<file path="config.mk">
export PLATFORM = sky130hd
export DESIGN_NAME = sdtq_cell
export DESIGN_NICKNAME = d
export VERILOG_FILES = /design/src/rtl/core/sdtq_pkg.sv /design/src/rtl/core/sdtq_cell.sv
export SDC_FILE = /design/constraint.sdc
export NUM_CORES = 1
export LEC_CHECK = 0
export BUFFER_PORTS_ARGS = -buffer_cell sky130_fd_sc_hd__buf_2
export CORE_AREA = 2 2 225 227
export CTS_BUF_LIST = sky130_fd_sc_hd__clkbuf_8
export CTS_CLUSTER_DIAMETER = 60
export DETAILED_ROUTE_END_ITERATION = 8
export DIE_AREA = 0 0 227 229
export PLACE_DENSITY = 0.52
export SLEW_MARGIN = 20
export SYNTH_ARGS = -nofsm -noshare
export SYNTH_HDL_FRONTEND = slang
export SYNTH_SLANG_ARGS = --single-unit
</file>
<file path="constraint.sdc">
create_clock -name i_clk -period 2.1 [get_ports i_clk]
set_input_delay 0.315 -clock i_clk [delete_from_list [all_inputs] [get_ports i_clk]]
set_output_delay 0.315 -clock i_clk [all_outputs]
set_load 0.05 [all_outputs]
</file>
<file path="src/rtl/core/sdtq_pkg.sv">
// Shared types and codes for the sorted deadline timer queue.
`timescale 1ns / 1ps

package sdtq_pkg;

    localparam logic [1:0] OP_INSERT = 2'd0;
    localparam logic [1:0] OP_FIND   = 2'd1;
    localparam logic [1:0] OP_DELETE = 2'd2;
    localparam logic [1:0] OP_POP    = 2'd3;

    localparam logic [2:0] STATUS_DONE      = 3'd0;
    localparam logic [2:0] STATUS_FOUND     = 3'd1;
    localparam logic [2:0] STATUS_NOT_FOUND = 3'd2;
    localparam logic [2:0] STATUS_FULL      = 3'd3;
    localparam logic [2:0] STATUS_NOT_DUE   = 3'd4;

    typedef enum logic [1:0] {
        MODE_HOLD,
        MODE_INSERT,
        MODE_REMOVE
    } t_mode;

    typedef struct packed {
        logic [31:0] deadline;
        logic [31:0] src;
        logic [31:0] dst;
        logic [7:0]  cls;
        logic [7:0]  kind;
    } t_entry;

    typedef struct packed {
        logic  cmp;
        logic  upd;
        t_mode mode;
    } t_cell_ctrl;

endpackage

</file>
<file path="src/rtl/core/sdtq_cell.sv">
// One queue slot: compares against the request and shifts with its neighbors.
`timescale 1ns / 1ps

module sdtq_cell (
    input  logic                i_clk,
    input  logic                i_rst_n,
    input  sdtq_pkg::t_cell_ctrl i_ctrl,
    input  sdtq_pkg::t_entry    i_new,
    input  sdtq_pkg::t_entry    i_left,
    input  logic                i_left_valid,
    input  sdtq_pkg::t_entry    i_right,
    input  logic                i_right_valid,
    input  logic                i_chain,
    output logic                o_chain,
    output sdtq_pkg::t_entry    o_entry,
    output logic                o_valid,
    output sdtq_pkg::t_entry    o_next_entry,
    output logic                o_next_valid
);

    sdtq_pkg::t_entry r_entry;
    sdtq_pkg::t_entry n_entry;
    logic             r_valid;
    logic             n_valid;
    logic             r_not_before;
    logic             r_match;
    logic [31:0]      w_diff;
    logic             w_before;
    logic             w_match;
    logic             w_hit;

    assign w_diff   = r_entry.deadline - i_new.deadline;
    assign w_before = r_valid && w_diff[31];
    assign w_match  = r_valid && (r_entry.src == i_new.src) && (r_entry.dst == i_new.dst)
                      && (r_entry.cls == i_new.cls) && (r_entry.kind == i_new.kind);

    always_ff @(posedge i_clk) begin
        if (i_ctrl.cmp) begin
            r_not_before <= !w_before;
            r_match      <= w_match;
        end
    end

    assign w_hit   = (i_ctrl.mode == sdtq_pkg::MODE_INSERT) ? r_not_before : r_match;
    assign o_chain = i_chain | w_hit;

    always_comb begin
        n_entry = r_entry;
        n_valid = r_valid;
        unique case (i_ctrl.mode)
            sdtq_pkg::MODE_INSERT: begin
                if (i_chain) begin
                    n_entry = i_left;
                    n_valid = i_left_valid;
                end else if (r_not_before) begin
                    n_entry = i_new;
                    n_valid = 1'b1;
                end
            end
            sdtq_pkg::MODE_REMOVE: begin
                if (i_chain || r_match) begin
                    n_entry = i_right;
                    n_valid = i_right_valid;
                end
            end
            default: begin
                n_entry = r_entry;
                n_valid = r_valid;
            end
        endcase
    end

    always_ff @(posedge i_clk) begin
        if (i_ctrl.upd) begin
            r_entry <= n_entry;
        end
    end

    always_ff @(posedge i_clk) begin
        if (!i_rst_n) begin
            r_valid <= 1'b0;
        end else if (i_ctrl.upd) begin
            r_valid <= n_valid;
        end
    end

    assign o_entry      = r_entry;
    assign o_valid      = r_valid;
    assign o_next_entry = n_entry;
    assign o_next_valid = n_valid;

endmodule

</file>
* After elaboration in Yosys (flattened, before gate mapping)
Index checks and enable logic that the tools add are counted.
** Word-level totals
- Bits in registers :: 115
- Bits of input ports :: 345
- Output and inout port bits :: 227
- Word-level logic and storage cells :: 32
** Cells by class
- Add/subtract/negate cells :: 1
- Equal/unequal tests :: 6
- Multiplexer cells :: 9
- Bitwise gates (word level) :: 1
- Reductions and logical operators :: 7
** Operators with widths (count)
- 112-bit 2-to-1 mux :: 3
- 112-bit case mux with 2 select lines :: 1
- 32-bit == test :: 2
- 32-bit subtractor :: 1
- 8-bit == test :: 2
- 1-bit logical AND :: 5
- 1-bit 2-to-1 mux :: 4
- 2-bit by 1-bit == test with 1-bit output (second input constant) :: 1
- 2-bit == test (second input constant) :: 1
- 1-bit case mux with 2 select lines :: 1
- 1-bit logical NOT :: 1
- 1-bit logical OR :: 1
- 1-bit OR :: 1

* Longest topological paths before layout
Gate-level depths: netlist (run 1).
- Depth after elaboration :: 5
- Mapped depth :: 10
- Mapped depth without buffers :: 8

* Least setup slack after synthesis (run 1)
No wires, ideal clock.
- Kind :: input to register
- Start point :: input port i_chain
- End point :: register r_entry (netlist bit o_entry[10]), data pin
- Setup time :: 419 ps
- Arrival time :: 2342 ps
- Data required time :: 1681 ps
- Path slack :: -661 ps
- Stages :: 5
- Buffers on the path :: 3
- Cell sequence :: clkbuf_1 clkbuf_1 clkbuf_1 a21oi_1 o21ai_0
** RTL lines
- start: declaration :: line sdtq_cell.sv:13 : input logic i_chain,
- end signal: assignment :: line sdtq_cell.sv:75 : r_entry <= n_entry;
- end: declaration :: line sdtq_cell.sv:21 : sdtq_pkg::t_entry r_entry;

==> impl_metrics.prom, run 1 <==
# TYPE chip_impl_metric gauge
chip_impl_info{name="yosys_most_used_dff",value="edfxtp_1"} 1
chip_impl_metric{name="i_o_pin_count",unit=""} 572
chip_impl_metric{name="num_vias",unit=""} 13100
chip_impl_info{name="cpMaxStageDelayCell",value="edfxtp_1"} 1
chip_impl_metric{name="setup_violations",unit=""} 117
chip_impl_metric{name="first_global_vias",unit=""} 13100
chip_impl_metric{name="clock_power_share",unit="%"} 17.5
chip_impl_info{name="cts_tree",value="yes"} 1
chip_impl_metric{name="drt_iter0_drc",unit=""} 765
chip_impl_info{name="synthDominantAreaCellType",value="edfxtp_1"} 1
chip_impl_metric{name="worst-r2r-setup-slack",unit="ns"} -0.25
chip_impl_metric{name="per_cell_routed_wire_length",unit="microns"} 23.3
chip_impl_metric{name="core.rowCount",unit=""} 82
chip_impl_metric{name="largest_clock_skew_in_the_final_design",unit="ns"} 0.0193
chip_impl_metric{name="routed_wl",unit="microns"} 61000
chip_impl_metric{name="grt_antenna_before_repair",unit=""} 15
chip_impl_metric{name="ys_ff_latch",unit=""} 115
chip_impl_info{name="crit_chain",value="nor2_4, nor2_4, buf_12, buf_12, a22o_1, a22oi_2, o21ai_2, buf_6"} 1
chip_impl_metric{name="synth.area.mux_share",unit="%"} 11.2
chip_impl_metric{name="timing.critical_path.required",unit="ns"} 1.78
chip_impl_metric{name="pin_count_of_the_biggest_net_entering_global_routing",unit=""} 74
chip_impl_info{name="setup_crit_start_kind",value="flip-flop"} 1
chip_impl_metric{name="finalNetCount",unit=""} 2305
chip_impl_metric{name="fraction_of_the_mapped_netlist_area_in_compound_gates",unit="%"} 32.6
chip_impl_info{name="worst_r2r_endpoint",value="r_not_before$_DFFE_PP_"} 1
chip_impl_metric{name="groute.usage.overall",unit="%"} 22.6
chip_impl_metric{name="ant_nets",unit=""} 0
chip_impl_metric{name="core_footprint",unit="sq um"} 49700
chip_impl_info{name="cts_root_buffer",value="clkbuf_8"} 1
chip_impl_info{name="grt_setup_unrepaired",value="true"} 1
chip_impl_metric{name="synth.distinct_cells",unit=""} 49
chip_impl_metric{name="starting_density_of_the_core",unit="%"} 20.5
chip_impl_metric{name="comb_power_share",unit="%"} 56.8
chip_impl_metric{name="cts_inserted_buffers",unit=""} 17
chip_impl_metric{name="power.sequential.fraction",unit="%"} 25.7
chip_impl_metric{name="worst_path_largest_cell_delay",unit="ns"} 0.43
chip_impl_metric{name="drtPass1Iterations",unit=""} 5
chip_impl_metric{name="cp_data_arrival_time",unit="ns"} 2.24
chip_impl_info{name="combinational_family_with_the_most_area_after_synthesis",value="compound AO/OA/AOI/OAI gates"} 1
chip_impl_metric{name="post_synthesis_simple_gate_area_fraction",unit="%"} 7.63
chip_impl_metric{name="netlist_area",unit="sq um"} 10200
chip_impl_metric{name="leakage",unit="uW"} 0.00905
chip_impl_metric{name="place.gp.congestion",unit=""} 0.930
chip_impl_metric{name="hold_violations",unit=""} 0
chip_impl_metric{name="post_synth.cell_area_avg",unit="sq um"} 8.81
chip_impl_metric{name="grt_pass1_wl",unit="microns"} 85400
chip_impl_metric{name="dieHeight",unit="microns"} 229
chip_impl_metric{name="p_sw",unit="uW"} 5540
chip_impl_metric{name="synth-warning-count",unit=""} 0
chip_impl_metric{name="worstPathBufferInverterCount",unit=""} 3
chip_impl_metric{name="synth.top_cell.area_share",unit="%"} 33.6
chip_impl_info{name="path_delay_family",value="buffers and inverters"} 1
chip_impl_metric{name="synth-async-reset-ratio",unit="%"} 0
chip_impl_metric{name="cts_buffer_depth",unit=""} 2
chip_impl_metric{name="finalWorstPathRequiredPeriod",unit="ns"} 2.56
chip_impl_metric{name="synthToLayoutAreaGrowth",unit="%"} 86.2
chip_impl_metric{name="power_density",unit="nW/um^2"} 639
chip_impl_info{name="cp-end-kind",value="primary output"} 1
chip_impl_metric{name="cts.htree.levels",unit=""} 4
chip_impl_metric{name="timing.fmax",unit="MHz"} 391
chip_impl_metric{name="synth_adder_area_share",unit="%"} 3.93
chip_impl_info{name="run_status",value="finished, violations left"} 1
chip_impl_metric{name="synth.net_count",unit=""} 1533
chip_impl_metric{name="slew_violations",unit=""} 0
chip_impl_metric{name="power.internal",unit="uW"} 6580
chip_impl_metric{name="post-route-drc-count",unit=""} 0
chip_impl_metric{name="post_route_cells_drive_above_1_share",unit="%"} 58.0
chip_impl_metric{name="worst_skew_pair.late_latency",unit="ns"} 0.55
chip_impl_metric{name="leftover_overflow_at_the_end_of_global_routing",unit=""} 0
chip_impl_metric{name="worst_slew_pin_slew",unit="ns"} 0.534
chip_impl_info{name="synth_area_leaders",value="edfxtp_1 34%, mux2i_1 11%, a22o_1 8.8%"} 1
chip_impl_metric{name="die_area",unit="sq um"} 52000
chip_impl_metric{name="timing.setup.tns",unit="ns"} -41.00
chip_impl_info{name="timing_worst_setup_path_type",value="reg2out"} 1
chip_impl_metric{name="slew_headroom",unit="%"} 63.5
chip_impl_info{name="crit_path_end",value="o_next_entry[12]"} 1
chip_impl_metric{name="tot_pwr",unit="uW"} 12100
chip_impl_metric{name="clkTransAtPathRegs",unit="ns"} 0.09
chip_impl_metric{name="portBuffers",unit=""} 571
chip_impl_info{name="reg2reg_from",value="o_entry[88]$_DFFE_PP_"} 1
chip_impl_metric{name="route.detailed.vias_per_inst",unit=""} 5.02
chip_impl_metric{name="synth_edf_count",unit=""} 114
chip_impl_info{name="worstHoldPathType",value="in2reg"} 1
chip_impl_metric{name="min_period_over_period",unit="%"} 122
chip_impl_metric{name="cts.sinks",unit=""} 115
chip_impl_metric{name="synth.yosys.seq_area_share",unit="%"} 33.8
chip_impl_metric{name="synthCells",unit=""} 1156
chip_impl_metric{name="vdd_drop_max",unit="V"} 0.000402
chip_impl_metric{name="crit_cells",unit=""} 8
chip_impl_metric{name="cap_violations",unit=""} 0
chip_impl_metric{name="power.share.switching",unit="%"} 45.7
chip_impl_info{name="crit_path_start",value="r_match$_DFFE_PP_"} 1
chip_impl_metric{name="die_w",unit="microns"} 227
chip_impl_metric{name="stdcell_area",unit="sq um"} 19000
chip_impl_metric{name="detailed_place.area",unit="sq um"} 16400
chip_impl_metric{name="worst_slack",unit="ns"} -0.457
chip_impl_metric{name="post-dp-hpwl",unit="microns"} 46400
chip_impl_metric{name="r2r.worst_path.cells",unit=""} 7
chip_impl_metric{name="synth_xor_xnor_area_share",unit="%"} 4.64
chip_impl_metric{name="worst-path-max-fanout",unit=""} 7
chip_impl_info{name="violations_in_the_final_reports",value="negative setup slack"} 1
==> power by group through the flow <==
stage / Combinational [uW] / Sequential, uW / Clock, uW
global route: 7210 / 3150 / 2280
floorplan: 2700 / 3900 / 0
detailed placement: 5960 / 3150 / 0
finish: 6880 / 3120 / 2120
CTS: 6650 / 3110 / 2260
global placement: 5940 / 3140 / 0
==> cell usage after synthesis (all sizes together) (2+ instances only) <==
cell type and number:
a22o 102, buf 28, nand4 17, a221oi 8, a21o 5, xor2 13, a21oi 121, clkbuf 72
o2bb2ai 6, xnor2 41, nand3 3, a32oi 2, nor3 3, inv 60, edfxtp 114, or2 3
clkinv 2, nor2 117, nor4 6, o22ai 10, mux2i 113, ha 32, o21ai 127, a22oi 112
a2111oi 2, and3 3, nand2 16, nor2b 4
==> worst register-to-register path, cell delays in order (launching register included) <==
cell and delay [ns]:
edfxtp_1 0.39, ha_1 0.34, a211oi_2 0.21, o21ai_1 0.11, a311oi_2 0.24, o21ai_2 0.15
a2111oi_2 0.32, mux2_1 0.35
==> sequential cells by signal, summed over array words and instances, names as in the netlist <==
register,count
r_not_before,1
r_match,1
o_entry,112
o_valid,1
==> stage by stage <==
stage / cells / worst slack [ns] / hold slack [ns] / utilization [%]
2_1_floorplan: 1156 / -0.410 / 0.427 / -
5_1_grt: 2619 / -0.551 / 0.0746 / 38.2
6_report: 2620 / -0.457 / 0.120 / 38.2
3_5_place_dp: 2519 / -0.644 / 0.542 / 33.0
3_3_place_gp: 2519 / -0.634 / 0.546 / 33.0
4_1_cts: 2584 / -0.532 / 0.0233 / 37.0
==> cell usage in the layout (no fill, tap or decap), drive strengths merged, types with 2 or more instances in the layout <==
cell and count:
a221oi 8, nor2b 4, o22ai 10, a2111oi 2, diode 7, nand3 3, nand4 17, and3 3
clkinvlp 2, buf 843, nor4 6, a21o 5, or2 3, ha 32, bufinv 2, clkbuf 25
nand2 16, a21oi 121, edfxtp 114, a32oi 2, nor2 117, dlygate4sd3 2, inv 61, clkinv 12
o2bb2ai 6, mux2i 113, o21ai 127, a22oi 112, nor3 3, a22o 102, xnor2 41, xor2 13
==> timing repair <==
action                                  CTS  global route
endpoints found under the hold margin     3             0
endpoints found under the setup margin  116           117
hold buffers                              2             0
cloned                                    5             7
gates resized for setup                 335            69
pin swaps                                20            33
buffers inserted                         26            24
==> kinds of logic after synthesis <==
group | Yosys count
fa+ha+maj | 32
compound gates | 504
mux | 114
simple gates | 175
flops | 115
buf+inv | 162
xor+xnor | 54
==> worst min-delay path by stage <==
stage          startpoint                     to  cells after the start
5_1_grt         i_ctrl[2]  o_entry[66]$_DFFE_PP_                      1
6_report        i_ctrl[2]  o_entry[66]$_DFFE_PP_                      1
3_3_place_gp      i_rst_n   o_valid$_SDFFE_PN0P_                      2
4_1_cts         i_ctrl[2]  o_entry[66]$_DFFE_PP_                      1
2_1_floorplan   i_ctrl[2]   o_entry[0]$_DFFE_PP_                      0
3_5_place_dp      i_rst_n   o_valid$_SDFFE_PN0P_                      2
==> metal layers <==
metal	global-route usage (%)	vias to the layer above	part of all wire [%]
li1	-	6016	-
met1	25.9	6414	39
met2	39.2	581	50
met3	5.54	120	6.4
met4	10.3	14	3.8
met5	0	-	0.14
==> cell type report <==
| class | count | area (sq um) |
|---|---|---|
| Clock inverter | 15 | 124 |
| Antenna cell | 7 | 17.5 |
| Inverter | 62 | 233 |
| Clock buffer | 17 | 234 |
| Multi-Input combinational cell | 879 | 7440 |
| Sequential cell | 115 | 3440 |
| Tap cell | 672 | 841 |
| Fill cell | 5073 | 30700 |
| Timing Repair Buffer | 853 | 6620 |
No activity file was read; power rests on OpenSTA's default activity.
==> run 2, diff against run 1 <==
- PLACE_DENSITY: 0.52 -> default
==> impl_metrics.prom, run 2 (synthesis gave the netlist of run 1 again) <==
# TYPE chip_impl_metric gauge
chip_impl_metric{name="grt_pass1_wl",unit="microns"} 87800
chip_impl_metric{name="cts.sinks",unit=""} 115
chip_impl_metric{name="fillCellCount",unit=""} 4965
chip_impl_metric{name="worst-r2r-setup-slack",unit="ns"} -0.40
chip_impl_metric{name="ant_nets",unit=""} 0
chip_impl_info{name="violations_in_the_final_reports",value="negative setup slack"} 1
chip_impl_info{name="crit_path_end",value="o_next_entry[52]"} 1
chip_impl_info{name="setup_crit_start_kind",value="flip-flop"} 1
chip_impl_metric{name="crit_cells",unit=""} 8
chip_impl_metric{name="drt_iter0_drc",unit=""} 716
chip_impl_info{name="mostFrequentLayoutCells",value="455 x buf_2, 240 x buf_4, 124 x buf_6"} 1
chip_impl_metric{name="timing.critical_path.required",unit="ns"} 1.78
chip_impl_metric{name="i_o_pin_count",unit=""} 572
chip_impl_metric{name="core_footprint",unit="sq um"} 49700
chip_impl_metric{name="vdd_drop_max",unit="V"} 0.000585
chip_impl_metric{name="largest_register_ffs",unit=""} 112
chip_impl_metric{name="power.sequential.fraction",unit="%"} 24.9
chip_impl_metric{name="first_global_vias",unit=""} 13400
chip_impl_metric{name="core.rowCount",unit=""} 82
chip_impl_info{name="run_status",value="finished, violations left"} 1
chip_impl_metric{name="worst_path_largest_cell_delay",unit="ns"} 0.43
chip_impl_info{name="most_frequent_standard_cell_in_the_layout_excluding_fill_and_tap_cells",value="buf_2"} 1
chip_impl_metric{name="starting_density_of_the_core",unit="%"} 20.5
chip_impl_metric{name="r2r.worst_path.cells",unit=""} 14
chip_impl_metric{name="leakage",unit="uW"} 0.00935
chip_impl_metric{name="slew_violations",unit=""} 0
chip_impl_metric{name="worst-path-max-fanout",unit=""} 15
chip_impl_metric{name="synthToLayoutAreaGrowth",unit="%"} 92.1
chip_impl_metric{name="largest_clock_skew_in_the_final_design",unit="ns"} 0.0160
chip_impl_metric{name="hold_violations",unit=""} 0
chip_impl_metric{name="place.gp.congestion",unit=""} 0.898
chip_impl_metric{name="post_route_cells_drive_above_1_share",unit="%"} 59.5
chip_impl_info{name="cts_root_buffer",value="clkbuf_8"} 1
chip_impl_metric{name="post-dp-hpwl",unit="microns"} 47100
chip_impl_metric{name="power.share.switching",unit="%"} 45.6
chip_impl_metric{name="stdcell_area",unit="sq um"} 19600
chip_impl_metric{name="cts_buffer_depth",unit=""} 2
chip_impl_metric{name="worst_slew_pin_slew",unit="ns"} 0.600
chip_impl_metric{name="pin_count_of_the_biggest_net_entering_global_routing",unit=""} 71
chip_impl_metric{name="setup_violations",unit=""} 120
chip_impl_info{name="cp-end-kind",value="primary output"} 1
chip_impl_metric{name="slew_headroom",unit="%"} 59.9
chip_impl_info{name="cpMaxStageDelayCell",value="edfxtp_1"} 1
chip_impl_metric{name="clock_power_share",unit="%"} 17.2
chip_impl_metric{name="route.detailed.vias_per_inst",unit=""} 5.09
chip_impl_info{name="worstHoldPathType",value="in2reg"} 1
chip_impl_metric{name="finalWorstPathRequiredPeriod",unit="ns"} 2.58
chip_impl_info{name="path_delay_family",value="buffers and inverters"} 1
chip_impl_info{name="crit_chain",value="buf_6, buf_12, buf_12, mux2i_1, nor2_1, a21oi_2, o21ai_2, buf_6"} 1
chip_impl_metric{name="worst_slack",unit="ns"} -0.481
chip_impl_info{name="worst_r2r_endpoint",value="o_entry[89]$_DFFE_PP_"} 1
chip_impl_metric{name="dieHeight",unit="microns"} 229
chip_impl_metric{name="cts.htree.levels",unit=""} 4
chip_impl_metric{name="drtPass1Iterations",unit=""} 7
chip_impl_metric{name="cap_violations",unit=""} 0
chip_impl_info{name="crit_path_start",value="r_not_before$_DFFE_PP_"} 1
chip_impl_metric{name="layout.core_utilization",unit="%"} 39.4
chip_impl_metric{name="routed_wl",unit="microns"} 66000
chip_impl_metric{name="per_cell_routed_wire_length",unit="microns"} 24.8
chip_impl_metric{name="post-route-drc-count",unit=""} 0
chip_impl_info{name="cts_tree",value="yes"} 1
chip_impl_metric{name="die_area",unit="sq um"} 52000
chip_impl_metric{name="worst_skew_pair.late_latency",unit="ns"} 0.56
chip_impl_metric{name="grt_antenna_before_repair",unit=""} 12
chip_impl_info{name="grt_setup_unrepaired",value="true"} 1
chip_impl_metric{name="groute.usage.overall",unit="%"} 23.4
chip_impl_info{name="reg2reg_from",value="r_not_before$_DFFE_PP_"} 1
chip_impl_metric{name="p_sw",unit="uW"} 5680
chip_impl_metric{name="leftover_overflow_at_the_end_of_global_routing",unit=""} 0
chip_impl_metric{name="portBuffers",unit=""} 571
chip_impl_metric{name="num_vias",unit=""} 13600
chip_impl_metric{name="clkTransAtPathRegs",unit="ns"} 0.08
chip_impl_metric{name="cp_data_arrival_time",unit="ns"} 2.27
chip_impl_metric{name="detailed_place.area",unit="sq um"} 16500
chip_impl_metric{name="cts_inserted_buffers",unit=""} 17
chip_impl_metric{name="comb_power_share",unit="%"} 58.0
chip_impl_metric{name="die_w",unit="microns"} 227
chip_impl_metric{name="power.internal",unit="uW"} 6770
chip_impl_metric{name="timing.fmax",unit="MHz"} 387
chip_impl_metric{name="finalNetCount",unit=""} 2350
chip_impl_metric{name="worstPathBufferInverterCount",unit=""} 4
chip_impl_metric{name="power_density",unit="nW/um^2"} 637
chip_impl_metric{name="min_period_over_period",unit="%"} 123
chip_impl_info{name="timing_worst_setup_path_type",value="reg2out"} 1
[run 2: cell count changes in the layout (fill, tap and decap cells not counted), moves of 5 or more]
cell / delta
a21oi_1: +5
a21oi_2: -5
a22oi_1: -12
a22oi_2: +12
buf_4: +26
buf_6: +16
buf_8: -5
clkbuf_8: +5
[run 2: area by class of cell]
cell class / count / area (sq um) / share of cell area, %
Sequential cell: 115 / 3440 / 17.6
Clock buffer: 22 / 303 / 1.55
Multi-Input combinational cell: 879 / 7540 / 38.6
Tap cell: 672 / 841 / 4.30
Timing Repair Buffer: 898 / 7120 / 36.4
Inverter: 62 / 233 / 1.19
Antenna cell: 6 / 15.0 / 0.0768
Clock inverter: 10 / 68.8 / 0.352
[run 2: power by group through the flow]
stage | sequential [uW] | clock, uW | combinational, uW
6_report | 3100 | 2140 | 7220
5_1_grt | 3130 | 2300 | 7530
4_1_cts | 3090 | 2240 | 6780
3_5_place_dp | 3130 | 0 | 6030
3_3_place_gp | 3120 | 0 | 6000
2_1_floorplan | 3900 | 0 | 2700
[run 2: through the flow]
step | cells | setup slack [ns] | hold WS (ns) | power, uW | TNS [ns]
after floorplan | 1156 | -0.410 | 0.427 | 6600 | -33.68
after global placement | 2535 | -0.851 | 0.530 | 9120 | -11.85
after detailed placement | 2535 | -0.876 | 0.534 | 9160 | -13.77
after CTS | 2616 | -0.569 | 0.0278 | 12100 | -57.07
after global routing | 2664 | -0.599 | 0.0577 | 13000 | -61.76
final | 2664 | -0.481 | 0.102 | 12500 | -47.50
[run 2: metal layers]
| metal | GRT usage (%) | wire, microns | vias to the layer above |
|---|---|---|---|
| met5 | 0 | 42 | - |
| met3 | 5.82 | 4650 | 153 |
| met2 | 40.3 | 32800 | 745 |
| met4 | 12.5 | 3230 | 8 |
| li1 | - | - | 6122 |
| met1 | 26.4 | 25200 | 6544 |
[run 2: what timing repair did]
item	CTS	global route
hold buffers	2	0
gates resized for setup	289	142
buffers inserted	41	32
pin swaps	23	36
hold endpoints to repair	3	0
endpoints found under the setup margin	116	123
gates cloned	6	13
[run 2: worst min path at each step]
stage                         start                    end  slack [ns]  depth (start not counted)
final                     i_ctrl[2]  o_entry[53]$_DFFE_PP_        0.10                          1
after global routing      i_ctrl[2]  o_entry[53]$_DFFE_PP_        0.06                          1
after CTS                 i_ctrl[2]  o_entry[53]$_DFFE_PP_        0.03                          1
after detailed placement    i_rst_n   o_valid$_SDFFE_PN0P_        0.53                          2
after global placement      i_rst_n   o_valid$_SDFFE_PN0P_        0.53                          2
after floorplan           i_ctrl[2]   o_entry[0]$_DFFE_PP_        0.43                          0
==> run 3, diff against run 2 <==
- CORE_AREA: 2 2 225 227 -> 2 2 224 226
- CTS_BUF_LIST: sky130_fd_sc_hd__clkbuf_8 -> sky130_fd_sc_hd__clkbuf_2
- DIE_AREA: 0 0 227 229 -> 0 0 226 228
- clock period: 2.1 -> 2.8 ns (I/O delays scaled with it)
==> impl_metrics.prom, run 3 (synthesis gave the netlist of run 1 again) <==
# TYPE chip_impl_metric gauge
chip_impl_metric{name="die_area",unit="sq um"} 51500
chip_impl_metric{name="leftover_overflow_at_the_end_of_global_routing",unit=""} 0
chip_impl_metric{name="min_period_over_period",unit="%"} 116
chip_impl_metric{name="detailed_place.area",unit="sq um"} 14500
chip_impl_metric{name="slew_headroom",unit="%"} 43.5
chip_impl_metric{name="largest_register_ffs",unit=""} 112
chip_impl_info{name="crit_chain",value="nor2_4, nor2_4, buf_4, buf_12, buf_6, a22o_1, a22oi_1, o21ai_1, buf_6"} 1
chip_impl_metric{name="die_w",unit="microns"} 226
chip_impl_metric{name="num_vias",unit=""} 14200
chip_impl_metric{name="clkTransAtPathRegs",unit="ns"} 0.19
chip_impl_metric{name="vdd_drop_max",unit="V"} 0.000319
chip_impl_info{name="cts_root_buffer",value="clkbuf_2"} 1
chip_impl_metric{name="grt_antenna_before_repair",unit=""} 12
chip_impl_metric{name="multi_input_area",unit="sq um"} 6820
chip_impl_metric{name="ant_nets",unit=""} 0
chip_impl_metric{name="finalHoldWorstSlack",unit="ns"} 0.116
chip_impl_metric{name="hold_violations",unit=""} 0
chip_impl_metric{name="area.sequential",unit="sq um"} 3440
chip_impl_metric{name="worst_path_largest_cell_delay",unit="ns"} 0.47
chip_impl_metric{name="portBuffers",unit=""} 571
chip_impl_metric{name="worst-r2r-setup-slack",unit="ns"} 0.15
chip_impl_metric{name="setup_violations",unit=""} 114
chip_impl_metric{name="cts.htree.levels",unit=""} 4
chip_impl_metric{name="post_route_cells_drive_above_1_share",unit="%"} 44.8
chip_impl_metric{name="worst_slew_pin_slew",unit="ns"} 0.848
chip_impl_info{name="grt_setup_unrepaired",value="true"} 1
chip_impl_metric{name="post-dp-hpwl",unit="microns"} 44400
chip_impl_metric{name="timing.critical_path.required",unit="ns"} 2.38
chip_impl_metric{name="cp_data_arrival_time",unit="ns"} 2.83
chip_impl_metric{name="synthToLayoutAreaGrowth",unit="%"} 91.7
chip_impl_metric{name="place.gp.congestion",unit=""} 0.913
chip_impl_metric{name="core_footprint",unit="sq um"} 49300
chip_impl_metric{name="power_density",unit="nW/um^2"} 461
chip_impl_metric{name="finalNetCount",unit=""} 2408
chip_impl_info{name="run_status",value="finished, violations left"} 1
chip_impl_metric{name="grt_pass1_wl",unit="microns"} 92100
chip_impl_metric{name="routed_wl",unit="microns"} 66900
chip_impl_metric{name="worst_skew_pair.late_latency",unit="ns"} 1.03
chip_impl_metric{name="fillCellCount",unit=""} 4755
chip_impl_info{name="most_frequent_standard_cell_in_the_layout_excluding_fill_and_tap_cells",value="buf_2"} 1
chip_impl_metric{name="slew_violations",unit=""} 0
chip_impl_info{name="cts_tree",value="yes"} 1
chip_impl_metric{name="first_global_vias",unit=""} 14200
chip_impl_info{name="cp-end-kind",value="primary output"} 1
chip_impl_metric{name="largest_clock_skew_in_the_final_design",unit="ns"} 0.0571
chip_impl_metric{name="core.rowCount",unit=""} 82
chip_impl_metric{name="route.detailed.vias_per_inst",unit=""} 5.20
chip_impl_metric{name="drt_iter0_drc",unit=""} 983
chip_impl_metric{name="i_o_pin_count",unit=""} 572
chip_impl_info{name="mostFrequentLayoutCells",value="455 x buf_2, 235 x dlygate4sd3_1, 114 x nor2_1, 114 x edfxtp_1, 111 x mux2i_1"} 1
chip_impl_info{name="violations_in_the_final_reports",value="negative setup slack"} 1
chip_impl_metric{name="drtPass1Iterations",unit=""} 6
chip_impl_metric{name="leakage",unit="uW"} 0.00933
chip_impl_metric{name="cap_violations",unit=""} 0
chip_impl_metric{name="worst-path-max-fanout",unit=""} 24
chip_impl_metric{name="finalWorstPathRequiredPeriod",unit="ns"} 3.25
chip_impl_metric{name="worst_slack",unit="ns"} -0.448
chip_impl_metric{name="timing.fmax",unit="MHz"} 308
chip_impl_metric{name="cts_buffer_depth",unit=""} 2
chip_impl_metric{name="cts_inserted_buffers",unit=""} 17
chip_impl_info{name="setup_crit_start_kind",value="flip-flop"} 1
chip_impl_metric{name="per_cell_routed_wire_length",unit="microns"} 24.5
chip_impl_info{name="timing_worst_setup_path_type",value="reg2out"} 1
chip_impl_info{name="worstHoldPathType",value="in2reg"} 1
chip_impl_metric{name="post-route-drc-count",unit=""} 0
chip_impl_metric{name="pin_count_of_the_biggest_net_entering_global_routing",unit=""} 127
chip_impl_info{name="cpMaxStageDelayCell",value="edfxtp_1"} 1
chip_impl_metric{name="dieHeight",unit="microns"} 228
chip_impl_metric{name="starting_density_of_the_core",unit="%"} 20.6
chip_impl_metric{name="cts.sinks",unit=""} 115
chip_impl_metric{name="stdcell_area",unit="sq um"} 19500
chip_impl_metric{name="groute.usage.overall",unit="%"} 24.5
[run 3: metal layers]
layer | vias to the layer above | global-route usage (%) | routed length (microns)
li1 | 6242 | - | -
met3 | 220 | 5.10 | 4950
met1 | 6755 | 28.5 | 25700
met4 | 8 | 12.0 | 3500
met5 | - | 0 | 50
met2 | 944 | 42.3 | 32700
[run 3: timing repair]
action / 4_1_cts / 5_1_grt
pin swaps: 5 / 21
hold endpoints to repair: 196 / 0
cloned: 8 / 6
setup buffers: 55 / 23
setup endpoints to repair: 115 / 115
hold buffers: 235 / 0
resized for setup: 271 / 117
[run 3: final cells by class]
class                   instances  area share [%]
multi-input cells             880            35.0
inverters                      62            1.19
well taps                     672            4.31
diodes                         11           0.141
repair buffers                955            40.4
flip-flops and latches        115            17.6
clock buffers                  20           0.513
clock inverters                12           0.833
[run 3: stage by stage]
step / worst slack [ns] / setup TNS (ns) / std cells / total power [uW] / util (%)
final: -0.448 / -40.50 / 2727 / 9000 / 39.5
after global routing: -0.708 / -65.08 / 2726 / 9350 / 39.5
after CTS: -0.525 / -51.01 / 2688 / 8740 / 37.9
after detailed placement: -0.200 / -0.200 / 2358 / 6310 / 29.4
after global placement: -0.140 / -0.140 / 2358 / 6280 / 29.4
after floorplan: 0.0104 / 0 / 1156 / 4770 / -
[run 3: final timing paths]
kind | from | end | cells after the start
setup / recovery | r_match$_DFFE_PP_ | o_next_entry[103] | 9
hold / removal | i_new[35] | r_match$_DFFE_PP_ | 4
setup reg to reg | o_entry[44]$_DFFE_PP_ | r_match$_DFFE_PP_ | 6
hold reg to reg | o_valid$_SDFFE_PN0P_ | r_not_before$_DFFE_PP_ | 2
[run 3: worst max-delay path, delay by kind of cell (launching register included)]
family / cells / cell delay (ns)
buf+inv: 4 / 0.63
compound gates: 3 / 0.48
flops: 1 / 0.47
simple gates: 2 / 0.24
[run 3: where the power goes]
part | switching [uW] | internal, uW
registers | 290 | 2130
clock network | 841 | 588
logic | 3040 | 2110
total | 4170 | 4830
